`config.mk`:
```
export PLATFORM = sky130hd
export DESIGN_NAME = fuzzy_subsequence_scorer
export DESIGN_NICKNAME = d
export VERILOG_FILES = /design/src/rtl/core/fss_pkg.sv /design/src/rtl/core/fuzzy_subsequence_scorer.sv /design/src/rtl/core/fss_front.sv /design/src/rtl/core/fss_fifo.sv /design/src/rtl/core/fss_back.sv
export SDC_FILE = /design/constraint.sdc
export NUM_CORES = 1
export LEC_CHECK = 0
export CORE_MARGIN = 3
export CORE_UTILIZATION = 65
export DETAILED_ROUTE_END_ITERATION = 6
export DONT_BUFFER_PORTS = 1
export PLACE_DENSITY = 0.81
export SETUP_SLACK_MARGIN = 0.3
export SLEW_MARGIN = 40
export SYNTH_ARGS = -nofsm -noshare
export SYNTH_HDL_FRONTEND = slang
export SYNTH_SLANG_ARGS = --single-unit
```
`constraint.sdc`:
```
create_clock -name i_clk -period 28 [get_ports i_clk]
set_input_delay 4.2 -clock i_clk [delete_from_list [all_inputs] [get_ports i_clk]]
set_output_delay 4.2 -clock i_clk [all_outputs]
set_load 0.005 [all_outputs]
```
`src/rtl/core/fss_pkg.sv`:
```
// ----------------------------------------------------------------------------
// fss_pkg
// Shared types, constants and helper functions of the fuzzy subsequence
// scorer: item kinds, register indexes, the command word that travels from
// the front to the back, and the weight clamps.
// ----------------------------------------------------------------------------
`timescale 1ns / 1ps
`default_nettype none

package fss_pkg;

    // Query store geometry
    localparam int QUERY_DEPTH = 32;
    localparam int QIDX_W      = (QUERY_DEPTH > 1) ? $clog2(QUERY_DEPTH) : 1;
    localparam int QLEN_W      = $clog2(QUERY_DEPTH + 1);

    // Weights and score widths
    localparam int MAX_WEIGHT = 1024;
    localparam int WEIGHT_W   = 12;
    localparam int CAP_W      = 11;
    localparam int SCORE_W    = 19;
    localparam int SUM_W      = 21;
    localparam int SEEN_W     = 11;
    localparam int CFG_IDX_W  = 3;
    localparam int CFG_DATA_W = 12;

    localparam logic [SEEN_W-1:0] SEEN_MAX = '1;
    localparam logic signed [SUM_W-1:0] SCORE_MAX = SUM_W'(262143);
    localparam logic signed [SUM_W-1:0] SCORE_MIN = -SUM_W'(262144);

    // Command queue
    localparam int CQ_DEPTH = 4;
    localparam int CQ_PTR_W = $clog2(CQ_DEPTH);
    localparam int CQ_CNT_W = $clog2(CQ_DEPTH + 1);

    // Characters used in classification
    localparam logic [7:0] CH_SLASH = 8'h2F;
    localparam logic [7:0] CH_UNDER = 8'h5F;
    localparam logic [7:0] CH_DASH  = 8'h2D;
    localparam logic [7:0] CH_DOT   = 8'h2E;
    localparam logic [7:0] CH_UC_A  = 8'h41;
    localparam logic [7:0] CH_UC_Z  = 8'h5A;
    localparam logic [7:0] CH_LC_A  = 8'h61;

    typedef enum logic [1:0] {
        KIND_CLEAR  = 2'd0,
        KIND_APPEND = 2'd1,
        KIND_CAND   = 2'd2,
        KIND_EMPTY  = 2'd3
    } t_kind;

    typedef enum logic [CFG_IDX_W-1:0] {
        CFG_BASE     = 3'd0,
        CFG_BOUNDARY = 3'd1,
        CFG_CONTIG   = 3'd2,
        CFG_EXACT    = 3'd3,
        CFG_CAP      = 3'd4
    } t_cfg_idx;

    // Classified item as queued between front and back
    typedef struct packed {
        t_kind      kind;
        logic [7:0] raw;
        logic [7:0] folded;
        logic       is_sep;
        logic       last;
    } t_cmd;

    // Clamped weight set
    typedef struct packed {
        logic signed [WEIGHT_W-1:0] base;
        logic signed [WEIGHT_W-1:0] boundary;
        logic signed [WEIGHT_W-1:0] contig;
        logic signed [WEIGHT_W-1:0] exact;
        logic [CAP_W-1:0]           cap;
    } t_weights;

    // ASCII lower-case fold
    function automatic logic [7:0] fold_byte(input logic [7:0] b);
        logic [7:0] r;
        r = b;
        if (b >= CH_UC_A && b <= CH_UC_Z) begin
            r = b - CH_UC_A + CH_LC_A;
        end
        return r;
    endfunction

    function automatic logic is_separator(input logic [7:0] b);
        return (b == CH_SLASH) || (b == CH_UNDER) || (b == CH_DASH) || (b == CH_DOT);
    endfunction

    // Clamp a 12 bit signed weight to +/- MAX_WEIGHT
    function automatic logic signed [WEIGHT_W-1:0] clamp_weight(
        input logic [WEIGHT_W-1:0] raw
    );
        logic signed [WEIGHT_W-1:0] v;
        v = signed'(raw);
        if (v > WEIGHT_W'(MAX_WEIGHT)) begin
            v = WEIGHT_W'(MAX_WEIGHT);
        end else if (v < -WEIGHT_W'(MAX_WEIGHT)) begin
            v = -WEIGHT_W'(MAX_WEIGHT);
        end
        return v;
    endfunction

    function automatic logic [CAP_W-1:0] clamp_cap(input logic [CAP_W-1:0] raw);
        logic [CAP_W-1:0] v;
        v = raw;
        if (raw > CAP_W'(MAX_WEIGHT)) begin
            v = CAP_W'(MAX_WEIGHT);
        end
        return v;
    endfunction

    // Saturate a wide sum to the 19 bit score range
    function automatic logic signed [SCORE_W-1:0] sat_score(
        input logic signed [SUM_W-1:0] v
    );
        logic signed [SCORE_W-1:0] r;
        if (v > SCORE_MAX) begin
            r = SCORE_W'(SCORE_MAX);
        end else if (v < SCORE_MIN) begin
            r = SCORE_W'(SCORE_MIN);
        end else begin
            r = SCORE_W'(v);
        end
        return r;
    endfunction

endpackage

`default_nettype wire

```
`src/rtl/core/fuzzy_subsequence_scorer.sv`:
```
// ----------------------------------------------------------------------------
// fuzzy_subsequence_scorer
// Case-folded greedy subsequence scorer with boundary, contiguity and
// exact-case bonuses and a capped length penalty.
// ----------------------------------------------------------------------------
//   channel  direction  handshake                  payload
//   in       input      i_in_valid / o_in_ready    i_kind, i_data_byte, i_last
//   out      output     o_out_valid / i_out_ready  o_matched, o_score
//   cfg      input      i_cfg_valid / o_cfg_ready  i_cfg_index, i_cfg_data
//
// One item per cycle sustained unless a result stall fills the queue; the back
// end scores a candidate byte from the query store read at the match position.
// An item passes through the command queue and then the result register.
// Reset is synchronous, active low; the query store is not cleared.
// The 4-entry command queue absorbs output stalls; the input stalls when full.
// ----------------------------------------------------------------------------
`timescale 1ns / 1ps
`default_nettype none

module fuzzy_subsequence_scorer import fss_pkg::*; (
    input  wire logic                  i_clk,
    input  wire logic                  i_rst_n,
    input  wire logic                  i_in_valid,
    output logic                       o_in_ready,
    input  wire logic [1:0]            i_kind,
    input  wire logic [7:0]            i_data_byte,
    input  wire logic                  i_last,
    output logic                       o_out_valid,
    input  wire logic                  i_out_ready,
    output logic                       o_matched,
    output logic signed [SCORE_W-1:0]  o_score,
    input  wire logic                  i_cfg_valid,
    output logic                       o_cfg_ready,
    input  wire logic [CFG_IDX_W-1:0]  i_cfg_index,
    input  wire logic [CFG_DATA_W-1:0] i_cfg_data
);

    t_weights r_weights;
    logic     q_full;
    logic     q_valid;
    logic     push;
    logic     pop;
    t_cmd     front_cmd;
    t_cmd     back_cmd;

    // Configuration registers, clamped on write
    assign o_cfg_ready = 1'b1;

    always_ff @(posedge i_clk) begin
        if (!i_rst_n) begin
            r_weights <= '0;
        end else if (i_cfg_valid) begin
            case (t_cfg_idx'(i_cfg_index))
                CFG_BASE:     r_weights.base     <= clamp_weight(i_cfg_data);
                CFG_BOUNDARY: r_weights.boundary <= clamp_weight(i_cfg_data);
                CFG_CONTIG:   r_weights.contig   <= clamp_weight(i_cfg_data);
                CFG_EXACT:    r_weights.exact    <= clamp_weight(i_cfg_data);
                CFG_CAP:      r_weights.cap      <= clamp_cap(i_cfg_data[CAP_W-1:0]);
                default: begin
                end
            endcase
        end
    end

    // Front end
    fss_front u_front (
        .i_in_valid  (i_in_valid),
        .o_in_ready  (o_in_ready),
        .i_kind      (i_kind),
        .i_data_byte (i_data_byte),
        .i_last      (i_last),
        .i_q_full    (q_full),
        .o_push      (push),
        .o_cmd       (front_cmd)
    );

    // Command queue
    fss_fifo u_fifo (
        .i_clk   (i_clk),
        .i_rst_n (i_rst_n),
        .i_push  (push),
        .i_cmd   (front_cmd),
        .o_full  (q_full),
        .o_valid (q_valid),
        .i_pop   (pop),
        .o_cmd   (back_cmd)
    );

    // Back end
    fss_back u_back (
        .i_clk       (i_clk),
        .i_rst_n     (i_rst_n),
        .i_weights   (r_weights),
        .i_q_valid   (q_valid),
        .i_cmd       (back_cmd),
        .o_pop       (pop),
        .o_out_valid (o_out_valid),
        .i_out_ready (i_out_ready),
        .o_matched   (o_matched),
        .o_score     (o_score)
    );

endmodule

`default_nettype wire

```
`src/rtl/core/fss_front.sv`:
```
// ----------------------------------------------------------------------------
// fss_front
// Front end: classifies each incoming item (folded byte, separator flag)
// and pushes it into the command queue when there is room.
// ----------------------------------------------------------------------------
`timescale 1ns / 1ps
`default_nettype none

module fss_front import fss_pkg::*; (
    input  wire logic       i_in_valid,
    output logic            o_in_ready,
    input  wire logic [1:0] i_kind,
    input  wire logic [7:0] i_data_byte,
    input  wire logic       i_last,
    input  wire logic       i_q_full,
    output logic            o_push,
    output t_cmd            o_cmd
);

    // Handshake: take a transfer whenever the queue has a free slot
    assign o_in_ready = !i_q_full;
    assign o_push     = i_in_valid && !i_q_full;

    // Classification
    always_comb begin
        o_cmd.kind   = t_kind'(i_kind);
        o_cmd.raw    = i_data_byte;
        o_cmd.folded = fold_byte(i_data_byte);
        o_cmd.is_sep = is_separator(i_data_byte);
        o_cmd.last   = i_last && (t_kind'(i_kind) == KIND_CAND);
    end

endmodule

`default_nettype wire

```
`src/rtl/core/fss_fifo.sv`:
```
// ----------------------------------------------------------------------------
// fss_fifo
// Short command queue between front and back so that each side can stall
// on its own.
// ----------------------------------------------------------------------------
`timescale 1ns / 1ps
`default_nettype none

module fss_fifo import fss_pkg::*; (
    input  wire logic i_clk,
    input  wire logic i_rst_n,
    input  wire logic i_push,
    input  wire t_cmd i_cmd,
    output logic      o_full,
    output logic      o_valid,
    input  wire logic i_pop,
    output t_cmd      o_cmd
);

    t_cmd                r_mem [CQ_DEPTH];
    logic [CQ_PTR_W-1:0] r_wr_ptr;
    logic [CQ_PTR_W-1:0] r_rd_ptr;
    logic [CQ_CNT_W-1:0] r_count;

    assign o_full  = (r_count == CQ_CNT_W'(CQ_DEPTH));
    assign o_valid = (r_count != '0);
    assign o_cmd   = r_mem[r_rd_ptr];

    // Storage
    always_ff @(posedge i_clk) begin
        if (i_push) begin
            r_mem[r_wr_ptr] <= i_cmd;
        end
    end

    // Pointers and fill count
    always_ff @(posedge i_clk) begin
        if (!i_rst_n) begin
            r_wr_ptr <= '0;
            r_rd_ptr <= '0;
            r_count  <= '0;
        end else begin
            if (i_push) begin
                r_wr_ptr <= r_wr_ptr + 1'b1;
            end
            if (i_pop) begin
                r_rd_ptr <= r_rd_ptr + 1'b1;
            end
            if (i_push && !i_pop) begin
                r_count <= r_count + 1'b1;
            end else if (!i_push && i_pop) begin
                r_count <= r_count - 1'b1;
            end
        end
    end

endmodule

`default_nettype wire

```
`src/rtl/core/fss_back.sv`:
```
// ----------------------------------------------------------------------------
// fss_back
// Back end: holds the query store and the per-candidate match state,
// scores one candidate byte per cycle unless a held result stalls it, and
// drives the result register.
`timescale 1ns / 1ps
`default_nettype none

module fss_back import fss_pkg::*; (
    input  wire logic     i_clk,
    input  wire logic     i_rst_n,
    input  wire t_weights i_weights,
    input  wire logic     i_q_valid,
    input  wire t_cmd     i_cmd,
    output logic          o_pop,
    output logic          o_out_valid,
    input  wire logic     i_out_ready,
    output logic          o_matched,
    output logic signed [SCORE_W-1:0] o_score
);

    // Query store and candidate state
    logic [7:0]                r_qstore [QUERY_DEPTH];
    logic [QLEN_W-1:0]         r_qlen;
    logic [QLEN_W-1:0]         r_mpos;
    logic signed [SCORE_W-1:0] r_score;
    logic [SEEN_W-1:0]         r_seen;
    logic                      r_prev_sep;
    logic                      r_prev_hit;
    logic                      r_at_start;

    // Result register
    logic                      r_out_valid;
    logic                      r_matched;
    logic signed [SCORE_W-1:0] r_out_score;

    logic                      needs_out;
    logic [7:0]                want;
    logic                      hit;
    logic signed [SUM_W-1:0]   sum;
    logic signed [SCORE_W-1:0] score_next;
    logic [QLEN_W-1:0]         mpos_next;
    logic [SEEN_W-1:0]         seen_next;
    logic [CAP_W-1:0]          pen;
    logic signed [SUM_W-1:0]   pen_s;
    logic                      res_matched;
    logic signed [SCORE_W-1:0] res_score;

    // Results come from empty candidates and final candidate bytes
    assign needs_out = (i_cmd.kind == KIND_EMPTY) || (i_cmd.kind == KIND_CAND && i_cmd.last);
    assign o_pop     = i_q_valid && (!needs_out || !r_out_valid || i_out_ready);

    // Candidate byte scoring
    always_comb begin
        want = r_qstore[r_mpos[QIDX_W-1:0]];
        hit  = (r_mpos < r_qlen) && (fold_byte(want) == i_cmd.folded);
        sum  = SUM_W'(r_score) + SUM_W'(i_weights.base);
        if (r_at_start || r_prev_sep) begin
            sum = sum + SUM_W'(i_weights.boundary);
        end
        if (r_prev_hit) begin
            sum = sum + SUM_W'(i_weights.contig);
        end
        if (i_cmd.raw == want) begin
            sum = sum + SUM_W'(i_weights.exact);
        end
        score_next = hit ? sat_score(sum) : r_score;
        mpos_next  = hit ? r_mpos + 1'b1 : r_mpos;
        seen_next  = (r_seen == SEEN_MAX) ? r_seen : r_seen + 1'b1;
        pen        = (seen_next < i_weights.cap) ? seen_next : i_weights.cap;
        pen_s      = SUM_W'(pen);
    end

    // Result of the item at the head of the queue
    always_comb begin
        res_matched = 1'b0;
        res_score   = '0;
        if (i_cmd.kind == KIND_EMPTY) begin
            res_matched = (r_qlen == '0);
        end else if (r_qlen == '0) begin
            res_matched = 1'b1;
        end else if (mpos_next >= r_qlen) begin
            res_matched = 1'b1;
            res_score   = sat_score(SUM_W'(score_next) - pen_s);
        end
    end

    // Query store writes
    always_ff @(posedge i_clk) begin
        if (o_pop && i_cmd.kind == KIND_APPEND && r_qlen < QLEN_W'(QUERY_DEPTH)) begin
            r_qstore[r_qlen[QIDX_W-1:0]] <= i_cmd.raw;
        end
    end

    // Query length and candidate state
    always_ff @(posedge i_clk) begin
        if (!i_rst_n) begin
            r_qlen     <= '0;
            r_mpos     <= '0;
            r_score    <= '0;
            r_seen     <= '0;
            r_prev_sep <= 1'b0;
            r_prev_hit <= 1'b0;
            r_at_start <= 1'b1;
        end else if (o_pop) begin
            if (i_cmd.kind == KIND_CAND && !i_cmd.last) begin
                r_mpos     <= mpos_next;
                r_score    <= score_next;
                r_seen     <= seen_next;
                r_prev_sep <= i_cmd.is_sep;
                r_prev_hit <= hit;
                r_at_start <= 1'b0;
            end else begin
                r_mpos     <= '0;
                r_score    <= '0;
                r_seen     <= '0;
                r_prev_sep <= 1'b0;
                r_prev_hit <= 1'b0;
                r_at_start <= 1'b1;
            end
            case (i_cmd.kind)
                KIND_CLEAR: begin
                    r_qlen <= '0;
                end
                KIND_APPEND: begin
                    if (r_qlen < QLEN_W'(QUERY_DEPTH)) begin
                        r_qlen <= r_qlen + 1'b1;
                    end
                end
                default: begin
                end
            endcase
        end
    end

    // Output register: accepts a new result while the old one is taken
    always_ff @(posedge i_clk) begin
        if (!i_rst_n) begin
            r_out_valid <= 1'b0;
        end else if (o_pop && needs_out) begin
            r_out_valid <= 1'b1;
        end else if (i_out_ready) begin
            r_out_valid <= 1'b0;
        end
    end

    always_ff @(posedge i_clk) begin
        if (o_pop && needs_out) begin
            r_matched   <= res_matched;
            r_out_score <= res_score;
        end
    end

    assign o_out_valid = r_out_valid;
    assign o_matched   = r_matched;
    assign o_score     = r_out_score;

endmodule

`default_nettype wire

```
* After elaboration in Yosys (flattened, before gate mapping)
Memories as Yosys holds them, arrays and structs flattened. A register that Yosys moved wholly into a read port is not among the register bits.
Index checks and enable logic that the tools add are counted.
** Word-level totals
- Bits in writable memories :: 336
- Output and inout bits :: 23
- Input port bits :: 31
- Register bits :: 132
- Memories :: 2
** Memory list
- u_back.r_qstore :: words 32, bits a word 8, rd ports 1, clocked after memory_dff 1, write ports 1, line fss_back.sv:23 : logic [7:0] r_qstore [QUERY_DEPTH];
- u_fifo.r_mem :: words 4, bits a word 20, rd ports 1, clocked after memory_dff 1, write ports 1, line fss_fifo.sv:20 : t_cmd r_mem [CQ_DEPTH];
** Operators by class
- Equality and inequality tests :: 17
- Muxes and demuxes :: 39
- $add $sub $neg :: 16
- Reductions and logical operators :: 41
- Bitwise gates (word level) :: 1
- Magnitude comparators :: 15
** Operators with widths (count)
- 19-bit two-way mux :: 5
- 21-bit two-way mux :: 3
- 11-bit two-way mux :: 4
- 21-bit by 12-bit adder with 21-bit output :: 2
- 21-bit by 19-bit > comparator with 1-bit output (second input constant) :: 2
- 21-bit by 19-bit < comparator with 1-bit output (second input constant) :: 2
- 8-bit by 6-bit == test with 1-bit output (second input constant) :: 3
- 12-bit two-way mux :: 2
- 20-bit by 12-bit adder with 21-bit output :: 1
- 19-bit by 12-bit adder with 20-bit output :: 1
- 19-bit by 12-bit subtractor with 20-bit output :: 1
- 18-bit two-way mux :: 1
- 6-bit two-way mux :: 3
- 8-bit by 7-bit adder with 8-bit output (second input constant) :: 2
- 8-bit == test :: 2
- 8-bit by 7-bit greater-or-equal comparator with 1-bit output (second input constant) :: 2
- 8-bit by 7-bit <= comparator with 1-bit output (second input constant) :: 2
- 8-bit two-way mux :: 2
- 8-bit by 7-bit subtractor with 8-bit output (second input constant) :: 2
- 1-bit logical AND :: 13
- 6-bit by 1-bit adder with 6-bit output (second input constant) :: 2
- 12-bit > comparator (second input constant) :: 1
- 12-bit by 11-bit < comparator with 1-bit output (second input constant) :: 1
- 1-bit two-way mux :: 12
- 33 further kinds :: 58

* Depth between registers and ports, before layout
Gate-level depths: netlist (run 1).
- Depth in word-level cells :: 15
- Mapped depth :: 56

* Modules after synthesis
Synthesis (run 1) repeated with hierarchy kept, for this count alone.
** Second synthesis, totals
- Cells, all modules :: 2209
- Area total of the unflattened synthesis :: 25617.1 um2
** By module, submodules not included
- fss_back :: area each 19651.3 um2, sequential area each 9308.9 um2, cells each 1762, instances 1
- fss_fifo :: area each 3331.9 um2, sequential area each 2582.5 um2, cells each 147, instances 1
- fuzzy_subsequence_scorer :: area each 2381.0 um2, sequential area each 1181.1 um2, cells each 265, instances 1
- fss_front :: area each 252.7 um2, sequential area each 0.0 um2, cells each 35, instances 1

* Least setup slack after synthesis (run 1)
Ideal clock, no wire load.
- Path type :: register -> register
- From :: register u_back.r_score[0]
- To :: register u_back.r_out_score[11], in the netlist u_back.o_score[11], data pin
- Stages on the path, launching flop included :: 53
- Path buffers :: 2
- Required time :: 27732 ps
- Library setup time :: 268 ps
- Slack :: 18336 ps
- Data arrival time :: 9395 ps
- Cell sequence :: dfxtp_1 ha_1 inv_1 fa_1 nor2b_1 o31a_1 o21a_1 o21ai_0 nand2_1 a21oi_1 nand2b_1 a21oi_1 ha_1 and4_1 o21ai_0 a21o_1 nand2_1 xor2_1 [... 17 more ...] mux2i_1 nand2b_1 clkbuf_1 a211oi_1 a21oi_1 ha_1 a21o_1 a21o_1 inv_1 nor2_1 and4_1 nor3_1 maj3_2 o31a_1 nor2b_1 nand4b_1 clkbuf_1 o21ai_1
** On the way
- Cells in the longest elaborated chain, start to end :: 15
- Elaborated cells on any way between the ends :: 17
- Classes of those cells :: 5 x add/sub; 4 x order compare; 8 x mux
** Ends and longest elaborated chain
- start: declaration :: line fss_back.sv:26 : logic signed [SCORE_W-1:0] r_score;
- start signal: assignment :: line fss_back.sv:108 : r_score <= score_next;
- 19-bit by 12-bit adder with 20-bit output :: line fss_back.sv:57 : sum = SUM_W'(r_score) + SUM_W'(i_weights.base);
- 20-bit by 12-bit adder with 21-bit output :: line fss_back.sv:59 : sum = sum + SUM_W'(i_weights.boundary);
- 21-bit two-way mux :: line fss_back.sv:58 : if (r_at_start || r_prev_sep) begin
- 21-bit by 12-bit adder with 21-bit output :: line fss_back.sv:62 : sum = sum + SUM_W'(i_weights.contig);
- 21-bit two-way mux :: line fss_back.sv:61 : if (r_prev_hit) begin
- 21-bit by 12-bit adder with 21-bit output :: line fss_back.sv:65 : sum = sum + SUM_W'(i_weights.exact);
- 21-bit two-way mux :: line fss_back.sv:64 : if (i_cmd.raw == want) begin
- 21-bit by 19-bit < comparator with 1-bit output :: line fss_pkg.sv:122 : end else if (v < SCORE_MIN) begin
- 19-bit two-way mux :: line fss_pkg.sv:122
- 19-bit two-way mux :: line fss_pkg.sv:120 : if (v > SCORE_MAX) begin
- 19-bit two-way mux (*) :: line fss_back.sv:67 : score_next = hit ? sat_score(sum) : r_score;
- 19-bit by 12-bit subtractor with 20-bit output (*) :: line fss_back.sv:84 : res_score = sat_score(SUM_W'(score_next) - pen_s);
- 21-bit by 19-bit < comparator with 1-bit output :: line fss_pkg.sv:122
- 19-bit two-way mux :: line fss_pkg.sv:122
- 18-bit two-way mux (*) :: line fss_pkg.sv:120
- end signal: assignment :: line fss_back.sv:150 : r_out_score <= res_score;
- end: declaration :: line fss_back.sv:35 : logic signed [SCORE_W-1:0] r_out_score;
Every way passes the cells marked *; elsewhere a longest branch is shown, timed or not.
A chain may end at the register's enable or synchronous reset.

* Final worst setup path (run 1)
- From :: register u_back.r_score[0]
- To :: register u_back.r_out_score[0], in the netlist u_back.o_score[0], data pin
The elaborated chain is that of the path after synthesis.

==> summary.txt, run 1 <==
Logic synthesis
  – Number of library cell types mapped by synthesis: 96
  – Ys Warns: 0
  – Synthesized flop and latch total: 455
  – Synthesized net count: 2414
  – Synth Area per Inst: 11.1 um2
  – Number of synthesized flops with an enable pin: 336
  – Sequential share of the synthesized area: 0.500
  – Share of synthesized registers carrying an async set or reset: 0
  – Post-Synthesis Cells: 2252
  – Top FF cell, synth: edfxtp_1
  – Cell area after synthesis: 24900 um2

Floorplanning
  – # rows: 71
  – Ports: 54
  – Die Y: 202 um
  – Die W: 202 um
  – Die area: 40800 um2
  – Core box area: 37800 um2
  – Starting Density: 0.661

Detailed routing
  – Remaining antenna violation count: 0
  – DRC: 0
  – Drt first pass iters: 6
  – Starting DRT DRC Count: 1714
  – Total wire length: 60400 um
  – Routed WL per cell: 21.9 um
  – Vias/cell: 6.45
  – Vias after detailed routing: 17.8k

Global routing
  – Vias in the first global route: 17.6k
  – Total Routing Usage GR: 0.294
  – First-pass GRT wire length: 95100 um
  – Initial antenna violation count: 0
  – Largest net degree at the start of global routing: 101
  – Grt total ovfl: 0

Timing
  – Minimum clock period: 11.16 ns
  – Final Cycle Share: 0.398
  – Max Fclk: 89.6 MHz
  – Hold violation count in the final report: 0
  – Final Slew Violations: 0
  – RSZ-0062 raised after global routing: no
  – Worst slew pin tran: 0.871 ns
  – Setup TNS: 0 ns
  – Setup Skew: 0.0381 ns
  – Rel. slew slack: 0.417
  – Final setup vio count: 0

Cells and area
  – Fin nets: 2379
  – Fill count: 2623
  – Layout area overhead: 6.93%
  – Final Non-Filler Cells: 2764
  – Layout cells sized above 1: 0.0755
  – Antenna cells: 0

Clock tree
  – CTS Buf Count: 44
  – Clock latency on the worst-skew pair: 0.59 ns
  – Clock Path Buffers: 3
  – CTS clk-pin slew, worst paths: 0.06 ns
  – Root Driver: clkbuf_16
  – CTS sink count: 455
  – Hold buffer count at CTS: 0
  – Post-CTS setup buffer count: 0
  – CTS tree: built
  – H-tree depth: 2
  – Post-cts repair resize count: 0

Outcome
  – Outcome: finished clean

Placement
  – Hpwl dp: 42600 um
  – Placer Congestion: 0.992
  – Post-Place Cells: 2681
  – Number of I/O port buffers: 0

Power and ir drop
  – Maximum VDD drop: 0.0000714 V
  – Pwr/cell area: 70.8 nW/um2
  – Leakage: 0.00950 uW

Critical path
  – CP max FO: 11
  – WP data arrival: 11.47 ns
  – Slowest cell on crit path: a2111oi_2
  – Worst Path Required: 28.31 ns
  – Worst setup EP type: flip-flop
  – CP peak stage delay: 0.57 ns
  – CP dominant cell by count: ha_1
  – Setup crit start kind: flip-flop
  – Setup CP Type: reg -> reg

Worst hold path
  – Hold WC Path Type: reg -> reg

Job
  – Total of max-cap violations: 0
cell usage after synthesis (10+ instances only):
library cell / number / share of area
mux2i_1: 118 / 0.047
nand3_1: 40 / 0.0080
xnor2_1: 73 / 0.026
nor2_1: 154 / 0.023
xor2_1: 36 / 0.013
nor2b_1: 58 / 0.015
o31ai_1: 10 / 0.0030
mux4_2: 31 / 0.028
nand4_1: 18 / 0.0045
nand2b_1: 26 / 0.0065
inv_1: 75 / 0.011
edfxtp_1: 336 / 0.40
nor3b_1: 13 / 0.0039
a21oi_1: 159 / 0.032
or3_1: 14 / 0.0035
a21o_1: 38 / 0.011
dfxtp_1: 119 / 0.096
o21a_1: 21 / 0.0063
o21ai_0: 121 / 0.024
o21ai_1: 11 / 0.0022
nand2_1: 192 / 0.029
ha_1: 125 / 0.063
and2_1: 66 / 0.017
a22oi_1: 63 / 0.019
nor3_1: 16 / 0.0032
mux2_2: 10 / 0.0045
clkbuf_1: 65 / 0.0098
a211oi_1: 15 / 0.0045
o211ai_1: 12 / 0.0036
and3_1: 19 / 0.0048
where the power goes:
part	switching, uW	internal [uW]
logic	309	159
clock network	256	326
registers	23.0	815
path summary, 6_finish.rpt:
| path | startpoint | end | slack [ns] | depth (start not counted) |
|---|---|---|---|---|
| setup reg to reg | u_back.r_score[0]$_SDFFE_PN0P_ | u_back.o_score[0]$_SDFFCE_PP0P_ | 16.84 | 50 |
| setup / recovery | u_back.r_score[0]$_SDFFE_PN0P_ | u_back.o_score[0]$_SDFFCE_PP0P_ | 16.84 | 50 |
| hold / removal | u_fifo.r_count[2]$_SDFFE_PN0P_ | u_fifo.r_count[2]$_SDFFE_PN0P_ | 0.52 | 2 |
| hold reg to reg | u_fifo.r_count[2]$_SDFFE_PN0P_ | u_fifo.r_count[2]$_SDFFE_PN0P_ | 0.52 | 2 |
area by class of cell:
| type | instances | area, um2 | area share |
|---|---|---|---|
| Inverter | 76 | 285 | 0.0107 |
| Timing Repair Buffer | 11 | 82.6 | 0.00310 |
| Clock buffer | 55 | 1160 | 0.0436 |
| Sequential cell | 455 | 12500 | 0.468 |
| Clock inverter | 27 | 260 | 0.00976 |
| Tap cell | 511 | 639 | 0.0240 |
| Multi-Input combinational cell | 1629 | 11800 | 0.441 |
flip-flops by register name, indices dropped and copies added (netlist names), named ones only:
| signal | count |
|---|---|
| u_back.o_matched | 1 |
| u_back.r_prev_sep | 1 |
| u_back.r_at_start | 1 |
| u_fifo.r_wr_ptr | 2 |
| u_back.r_qstore | 256 |
| u_back.r_prev_hit | 1 |
| u_back.r_qlen | 6 |
| u_back.o_score | 19 |
| u_back.r_score | 19 |
| u_fifo.r_rd_ptr | 2 |
| u_fifo.r_mem | 60 |
| u_fifo.r_count | 3 |
| r_weights | 59 |
| u_back.r_mpos | 6 |
| u_back.r_seen | 11 |
| u_back.o_out_valid | 1 |
metal layers:
metal / part of all wire / global-route usage / vias up
met1: 0.39 / 0.360 / 8555
met4: 0.040 / 0.115 / 0
met2: 0.51 / 0.526 / 766
li1: - / - / 8332
met3: 0.063 / 0.0440 / 178
met5: 0 / 0 / -
worst max-delay path, delay by kind of cell, from the launching register on:
kind,cells,cell delay (ns)
buf+inv,2,0.16
fa+ha+maj,7,2.28
xor+xnor,2,0.32
flops,1,0.36
simple gates,19,3.52
compound gates,17,3.41
mux,3,0.83
per-stage QoR:
stage	total power, uW	setup slack [ns]	hold slack [ns]	cell area [um2]	utilization
6_report	1890	16.84	0.515	26700	0.706
5_1_grt	1960	15.93	0.540	26700	0.706
4_1_cts	1890	17.00	0.522	26600	0.706
3_5_place_dp	1310	17.08	0.507	25200	0.668
3_3_place_gp	1300	17.49	0.489	25200	0.668
2_1_floorplan	1180	18.34	0.442	24900	-
kinds of logic after synthesis:
logic type,after synthesis,share of synthesized area
AO/OA/AOI/OAI,554,0.146
XOR/XNOR,110,0.0389
adder cells (fa/ha/maj),132,0.0680
buffers and inverters,168,0.0295
flip-flops,455,0.500
multiplexers,161,0.0810
other,1,0.000150
AND/OR/NAND/NOR,671,0.137
layout by cell type (no fill, tap or decap), types with 9 or more instances in the layout:
cell       synthesis  layout
a211oi_1          15      15
a21o_1            38      38
a21oi_1          159     159
a22oi_1           63      63
a31oi_1            9       9
and2_1            66      65
and3_1            19      16
buf_4              8      11
clkbuf_1          65       9
clkbuf_16          0      44
clkinv_2           0       9
dfxtp_1          119     117
edfxtp_1         336     336
ha_1             125     125
inv_1             75      75
mux2_2            10      10
mux2i_1          118     118
mux4_2            31      31
nand2_1          192     192
nand2b_1          26      26
nand3_1           40      40
nand4_1           18      18
nor2_1           154     152
nor2b_1           58      58
nor3_1            16      16
nor3b_1           13      13
o211ai_1          12      12
o21a_1            21      21
o21ai_0          121     121
o21ai_1           11      11
o21bai_1           9       9
o31ai_1           10       9
or2_2              9       9
or3_1             14      14
xnor2_1           73      73
xor2_1            36      36
(Power assumes the default switching activity.)
==> run 2, diff against run 1 <==
==> constraint.sdc (replaced) <==
create_clock -name i_clk -period 10.8 [get_ports i_clk]
set_input_delay 1.62 -clock i_clk [delete_from_list [all_inputs] [get_ports i_clk]]
set_output_delay 1.62 -clock i_clk [all_outputs]
set_load 0.005 [all_outputs]
==> run 2 against run 1 <==
Critical path depth down 5. Combinational power rose to 2.8 times the previous value. First-iteration DRC count down 6.5%. Non-clock buffer count up 22. Utilization up 1.8 points.
==> summary.txt, run 2 (synthesized netlist as in run 1, its figures left out) <==
Detailed routing
  – Remaining antenna violation count: 0 (unchanged)
  – Vias/cell: 6.43 (was 6.45)
  – DRC: 0 (unchanged)
  – Vias after detailed routing: 18.0k (was 17.8k)
  – Starting DRT DRC Count: 1602 (was 1714)
  – Total wire length: 61700 um (was 60400 um)
  – Routed WL per cell: 22.1 um (was 21.9 um)
  – Drt first pass iters: 5 (was 6)

Critical path
  – CP max FO: 9 (was 11)
  – Setup CP Type: reg -> reg (unchanged)
  – R2R setup slack: 0.75 ns (was 16.84 ns)
  – Slowest cell on crit path: a2111oi_4 (was a2111oi_2)
  – Worst setup EP type: flip-flop (unchanged)
  – Worst Path Required: 11.22 ns (was 28.31 ns)
  – Worst r2r path cells: 45 (was 50)
  – R2R Path End: u_back.o_score[15]$_SDFFCE_PP0P_ (was u_back.o_score[0]$_SDFFCE_PP0P_)
  – RR Startpoint: u_back.r_score[0]$_SDFFE_PN0P_ (unchanged)
  – Setup crit start kind: flip-flop (unchanged)
  – WP data arrival: 10.47 ns (was 11.47 ns)
  – CP peak stage delay: 0.51 ns (was 0.57 ns)

Global routing
  – Initial antenna violation count: 0 (unchanged)
  – First-pass GRT wire length: 95400 um (was 95100 um)
  – Grt total ovfl: 0 (unchanged)
  – Total Routing Usage GR: 0.295 (was 0.294)
  – Largest net degree at the start of global routing: 101 (unchanged)
  – Vias in the first global route: 17.3k (was 17.6k)

Power and ir drop
  – Pwr/cell area: 188 nW/um2 (was 70.8 nW/um2)
  – Maximum VDD drop: 0.000169 V (was 0.0000714 V)
  – Tot Pwr: 5140 uW (was 1890 uW)
  – Leakage: 0.00973 uW (was 0.00950 uW)

Clock tree
  – CTS sink count: 455 (unchanged)
  – Clock latency on the worst-skew pair: 0.58 ns (was 0.59 ns)
  – CTS tree: built (unchanged)
  – CTS Buf Count: 46 (was 44)
  – Clock Path Buffers: 3 (unchanged)
  – Root Driver: clkbuf_16 (unchanged)
  – H-tree depth: 2 (unchanged)
  – CTS clk-pin slew, worst paths: 0.06 ns (about the same)

Floorplanning
  – Die Y: 202 um (unchanged)
  – # rows: 71 (unchanged)
  – Ports: 54 (unchanged)
  – Die area: 40800 um2 (unchanged)
  – Die W: 202 um (unchanged)
  – Starting Density: 0.661 (unchanged)
  – Core box area: 37800 um2 (unchanged)

Cells and area
  – Antenna cells: 0 (unchanged)
  – Final Non-Filler Cells: 2791 (was 2764)
  – Multi-input gate area: 12100 um2 (was 11800 um2)
  – Post-route cell area: 27400 um2 (was 26700 um2)
  – Layout area overhead: 9.68% (was 6.93%)
  – Register area: 12500 um2 (about the same)
  – Layout cells sized above 1: 0.107 (was 0.0755)
  – Max reg flops: 256 (unchanged)
  – Fill count: 2566 (was 2623)
  – Fin nets: 2405 (was 2379)
  – Most frequent cells in the layout: edfxtp_1 (336), nand2_1 (192), nor2_1 (149), a21oi_1 (149) (was edfxtp_1 (336), nand2_1 (192), a21oi_1 (159))
  – Most common cell after layout, fill and taps aside: edfxtp_1 (unchanged)

Placement
  – Hpwl dp: 42900 um (was 42600 um)
  – Placer Congestion: 0.982 (was 0.992)
  – Number of I/O port buffers: 0 (unchanged)
  – Post-Place Cells: 2690 (was 2681)
  – Dpl cell area: 25300 um2 (was 25200 um2)

Timing
  – Minimum clock period: 10.05 ns (was 11.16 ns)
  – Max Fclk: 99.5 MHz (was 89.6 MHz)
  – Hold violation count in the final report: 0 (unchanged)
  – Final Cycle Share: 0.930 (was 0.398)
  – Final setup vio count: 0 (unchanged)
  – Rel. slew slack: 0.439 (was 0.417)
  – Min Hold Slack: 0.499 ns (was 0.515 ns)
  – Worst slew pin tran: 0.838 ns (was 0.871 ns)
  – Setup TNS: 0 ns (unchanged)
  – RSZ-0062 raised after global routing: no (unchanged)
  – Setup Skew: 0.0212 ns (was 0.0381 ns)
  – Final Slew Violations: 0 (unchanged)

Worst hold path
  – Hold WC Path Type: reg -> reg (unchanged)
  – Hold Path Cell Cnt: 1 (was 2)
  – Hold wc startpoint: u_back.r_at_start$_SDFFE_PN1P_ (was u_fifo.r_count[2]$_SDFFE_PN0P_)
  – WHS Endpoint: u_back.r_at_start$_SDFFE_PN1P_ (was u_fifo.r_count[2]$_SDFFE_PN0P_)

Outcome
  – Outcome: finished clean (unchanged)

Job
  – Total of max-cap violations: 0 (unchanged)
[run 2: worst max-delay path: cells and delay by family, from the launching register on]
kind / cells / cell delay, ns
DFF: 1 / 0.36
buffers and inverters: 3 / 0.23
and+or+nand+nor: 12 / 2.11
xor gates and xnor gates: 3 / 0.51
AOI/OAI and AO/OA: 16 / 3.51
adders and majority gates: 7 / 2.17
muxes: 4 / 0.99
[run 2: per-layer routing]
metal / track usage / vias up / share of wire
li1: - / 8386 / -
met1: 0.377 / 8702 / 0.40
met2: 0.519 / 711 / 0.51
met3: 0.0325 / 161 / 0.055
met4: 0.116 / 0 / 0.040
met5: 0 / - / 0
[run 2: repair_timing]
| action | in CTS | in global routing |
|---|---|---|
| cloned | 0 | 2 |
| gates resized for setup | 10 | 63 |
| hold buffers | 0 | 0 |
| buffers inserted | 1 | 12 |
| pin swaps | 0 | 15 |
| endpoints found under the setup margin | 19 | 19 |
[run 2: worst max path at each step]
stage	startpoint	slack (ns)	endpoint	cells after the start
2_1_floorplan	u_back.r_score[0]$_SDFFE_PN0P_	1.14	u_back.o_score[11]$_SDFFCE_PP0P_	52
6_report	u_back.r_score[0]$_SDFFE_PN0P_	0.75	u_back.o_score[15]$_SDFFCE_PP0P_	45
3_3_place_gp	u_back.r_score[0]$_SDFFE_PN0P_	0.32	u_back.o_score[9]$_SDFFCE_PP0P_	51
3_5_place_dp	u_back.r_score[0]$_SDFFE_PN0P_	0.02	u_back.o_score[13]$_SDFFCE_PP0P_	47
5_1_grt	u_back.r_score[0]$_SDFFE_PN0P_	0.23	u_back.o_score[15]$_SDFFCE_PP0P_	49
4_1_cts	u_back.r_score[0]$_SDFFE_PN0P_	0.33	u_back.o_score[4]$_SDFFCE_PP0P_	46
[run 2: through the flow]
stage                     setup WS, ns   util
final                            0.751  0.725
after global routing             0.234  0.725
after CTS                        0.335  0.713
after detailed placement        0.0225  0.670
after global placement           0.316  0.670
after floorplan                   1.14      -
[run 2: cell type report]
cell class | count | area share
multi-input combinational | 1631 | 0.443
tap | 511 | 0.0234
sequential | 455 | 0.456
clock buffer | 54 | 0.0432
inverter | 76 | 0.0104
clock inverter | 31 | 0.0145
timing repair buffer | 33 | 0.00965
[run 2: power by group]
part           switching [uW]  leakage, uW  internal, uW  total, uW
registers                57.0      0.00401          2110       2170
clock network             680     0.000745           980       1660
logic                     855      0.00498           453       1310
==> run 3, diff against run 2 <==
--- a/config.mk
+++ b/config.mk
@@ -5,6 +5,7 @@
 export SDC_FILE = /design/constraint.sdc
 export NUM_CORES = 1
 export LEC_CHECK = 0
+export ABC_AREA = 1
 export CORE_MARGIN = 3
 export CORE_UTILIZATION = 65
 export DETAILED_ROUTE_END_ITERATION = 6
==> run 3 against run 2 <==
Global-route usage grew 4.0 points. First-iteration DRC count is 46% higher. Maximum frequency up 5.2%. Clock skew rose by 0.00097 ns. Register-to-register slack improved by 0.50 ns. Critical path depth up 10. Clock power fell by 2%. Worst hold slack worse by 0.037 ns. Utilization is 0.47 points lower. Via count grew 20%. Critical path type unchanged.
==> summary.txt, run 3 <==
Timing
  – Hold violation count in the final report: 0 (unchanged)
  – Minimum clock period: 9.55 ns (was 10.05 ns)
  – Final setup vio count: 0 (unchanged)
  – Max Fclk: 105 MHz (was 99.5 MHz)
  – Final Cycle Share: 0.884 (was 0.930)
  – Final Slew Violations: 0 (unchanged)
  – Rel. slew slack: 0.424 (was 0.439)
  – Setup Skew: 0.0222 ns (was 0.0212 ns)
  – RSZ-0062 raised after global routing: no (unchanged)
  – Worst slew pin tran: 0.855 ns (was 0.838 ns)
  – Setup TNS: 0 ns (unchanged)

Detailed routing
  – Vias after detailed routing: 21.6k (was 18.0k)
  – Routed WL per cell: 19.6 um (was 22.1 um)
  – Starting DRT DRC Count: 2333 (was 1602)
  – Remaining antenna violation count: 0 (unchanged)
  – Vias/cell: 6.05 (was 6.43)
  – Drt first pass iters: 6 (was 5)
  – Total wire length: 70000 um (was 61700 um)
  – DRC: 0 (unchanged)

Logic synthesis
  – Area contributors post-synth: edfxtp_1 (39%), nand2_1 (13%), dfxtp_1 (9.3%) (was edfxtp_1 (40%), dfxtp_1 (9.6%), ha_1 (6.3%))
  – Synthesized net count: 3217 (was 2414)
  – Top FF cell, synth: edfxtp_1 (unchanged)
  – Post-Synthesis Cells: 3055 (was 2252)
  – Most frequent cell after synthesis: nand2_1 (was edfxtp_1)
  – Share of synthesized registers carrying an async set or reset: 0 (unchanged)
  – Ys Warns: 0 (unchanged)
  – Synth cell count leaders: nand2_1 (891), nand3_1 (342), edfxtp_1 (336), inv_1 (257), a21oi_1 (223) (was edfxtp_1 (336), nand2_1 (192), a21oi_1 (159), nor2_1 (154), ha_1 (125))
  – Number of library cell types mapped by synthesis: 58 (was 96)
  – Leading area contributor after synthesis: edfxtp_1 (unchanged)
  – Synth Area per Inst: 8.36 um2 (was 11.1 um2)
  – Yosys top cell area share: 0.395 (was 0.405)
  – Sequential share of the synthesized area: 0.488 (was 0.500)
  – Number of synthesized flops with an enable pin: 336 (unchanged)
  – Cell area after synthesis: 25500 um2 (was 24900 um2)
  – Synthesized flop and latch total: 455 (unchanged)

Placement
  – Placer Congestion: 0.982 (about the same)
  – Number of I/O port buffers: 0 (unchanged)
  – Dpl cell area: 25900 um2 (was 25300 um2)
  – Hpwl dp: 49000 um (was 42900 um)

Worst hold path
  – Hold WC Path Type: reg -> reg (unchanged)
  – Hold wc startpoint: u_back.r_at_start$_SDFFE_PN1P_ (unchanged)

Critical path
  – RR Startpoint: u_back.r_score[0]$_SDFFE_PN0P_ (unchanged)
  – CP max FO: 17 (was 9)
  – Setup CP Type: reg -> reg (unchanged)
  – CP bufs+invs: 5 (was 3)
  – Setup crit start kind: flip-flop (unchanged)
  – CP Launch Point: u_back.r_score[0]$_SDFFE_PN0P_ (unchanged)
  – WP data arrival: 9.88 ns (was 10.47 ns)
  – Worst Path Required: 11.13 ns (was 11.22 ns)
  – CP dominant cell by count: nand2_1
  – CP top delay family: simple AND/OR/NAND/NOR gates (was compound AO/OA/AOI/OAI gates)
  – CP peak stage delay: 0.49 ns (was 0.51 ns)
  – Slowest cell on crit path: a21boi_0 (was a2111oi_4)
  – Worst setup EP type: flip-flop (unchanged)

Cells and area
  – Fill count: 2876 (was 2566)
  – Layout cells sized above 1: 0.0575 (was 0.107)
  – Post-route cell area: 27500 um2 (was 27400 um2)
  – Most common cell after layout, fill and taps aside: nand2_1 (was edfxtp_1)
  – Layout area overhead: 7.63% (was 9.68%)
  – Most frequent cells in the layout: nand2_1 (891), nand3_1 (339), edfxtp_1 (336) (was edfxtp_1 (336), nand2_1 (192), nor2_1 (149), a21oi_1 (149))
  – Fin nets: 3185 (was 2405)
  – Max reg flops: 256 (unchanged)
  – Antenna cells: 0 (unchanged)

Outcome
  – Outcome: finished clean (unchanged)

Floorplanning
  – Ports: 54 (unchanged)
  – # rows: 71 (unchanged)
  – Core box area: 38200 um2 (was 37800 um2)
  – Die area: 41700 um2 (was 40800 um2)
  – Die W: 204 um (was 202 um)
  – Die Y: 204 um (was 202 um)
  – Starting Density: 0.669 (was 0.661)

Job
  – Total of max-cap violations: 0 (unchanged)

Clock tree
  – Post-cts repair resize count: 0 (was 10)
  – CTS Buf Count: 46 (unchanged)
  – Clock Path Buffers: 3 (unchanged)
  – Clock latency on the worst-skew pair: 0.59 ns (was 0.58 ns)
  – Post-CTS setup buffer count: 0 (was 1)
  – CTS clk-pin slew, worst paths: 0.06 ns (about the same)
  – Root Driver: clkbuf_16 (unchanged)
  – CTS tree: built (unchanged)
  – CTS sink count: 455 (unchanged)
  – Hold buffer count at CTS: 0 (unchanged)
  – H-tree depth: 2 (unchanged)

Global routing
  – First-pass GRT wire length: 109000 um (was 95400 um)
  – Initial antenna violation count: 0 (unchanged)
  – Largest net degree at the start of global routing: 74 (was 101)
  – Grt total ovfl: 0 (unchanged)
  – Total Routing Usage GR: 0.335 (was 0.295)
  – Vias in the first global route: 20.3k (was 17.3k)

Power and ir drop
  – Leakage: 0.0117 uW (was 0.00973 uW)
  – Internal Pwr Total: 3950 uW (was 3550 uW)
  – Comb pwr share: 0.402 (was 0.254)
  – Pwr/cell area: 239 nW/um2 (was 188 nW/um2)
  – Sequential share of power: 0.352 (was 0.422)
  – Sw Pwr: 2630 uW (was 1590 uW)
  – Maximum VDD drop: 0.000235 V (was 0.000169 V)
  – Clk pwr share: 0.246 (was 0.323)
  – Switching fraction of total power: 0.400 (was 0.310)
==> run 3: final timing paths <==
check                                      to  slack, ns  cells past startpoint
min            u_back.r_at_start$_SDFFE_PN1P_       0.46                      2
min reg2reg    u_back.r_at_start$_SDFFE_PN1P_       0.46                      2
max reg2reg  u_back.o_score[18]$_SDFFCE_PP0P_       1.25                     55
max          u_back.o_score[18]$_SDFFCE_PP0P_       1.25                     55
==> run 3: cell type report <==
type                    count  area [um2]  share of cell area
inverters                 271        1020              0.0372
multi-input cells        2222       11600               0.423
repair buffers             27         203             0.00737
well taps                 511         639              0.0233
clock inverters            24         243             0.00883
flip-flops and latches    455       12500               0.454
clock buffers              62        1290              0.0470
==> run 3: power by group through the flow <==
stage               Combinational (uW)  Clock, uW  Sequential (uW)
CTS                               2600       1630             2320
global route                      2940       1710             2330
detailed placement                2580          0             2350
global placement                  2520          0             2350
floorplan                         1830          0             2340
finish                            2650       1620             2320
==> run 3: kinds of logic after synthesis <==
| group | Yosys count | synth area share |
|---|---|---|
| compound gates | 505 | 0.110 |
| xor+xnor | 60 | 0.0206 |
| fa+ha+maj | 131 | 0.0659 |
| buf+inv | 378 | 0.0604 |
| flops | 455 | 0.488 |
| other cells | 1 | 0.000147 |
| simple gates | 1525 | 0.254 |
==> run 3: stage by stage <==
| stage | hold WS (ns) | std cells | setup slack [ns] | utilization | power (uW) |
|---|---|---|---|---|---|
| floorplan | 0.428 | 3055 | 2.85 | - | 4170 |
| global placement | 0.443 | 3486 | 1.42 | 0.679 | 4870 |
| detailed placement | 0.442 | 3486 | 1.25 | 0.679 | 4930 |
| CTS | 0.459 | 3572 | 1.17 | 0.719 | 6540 |
| global route | 0.496 | 3572 | 0.364 | 0.720 | 6970 |
| finish | 0.462 | 3572 | 1.25 | 0.720 | 6580 |
==> run 3: tightest hold or removal path, cell delays in order (launching register included) <==
cell     delay [ns]
dfxtp_1        0.31
nand2_1        0.06
nand2_1        0.05
==> run 3: metal layers <==
| metal | vias up | track usage | wire (um) |
|---|---|---|---|
| met1 | 10100 | 0.487 | 29800 |
| met5 | - | 0 | 0 |
| met4 | 0 | 0.112 | 2300 |
| li1 | 10300 | - | - |
| met3 | 147 | 0.0545 | 6750 |
| met2 | 1057 | 0.516 | 31100 |
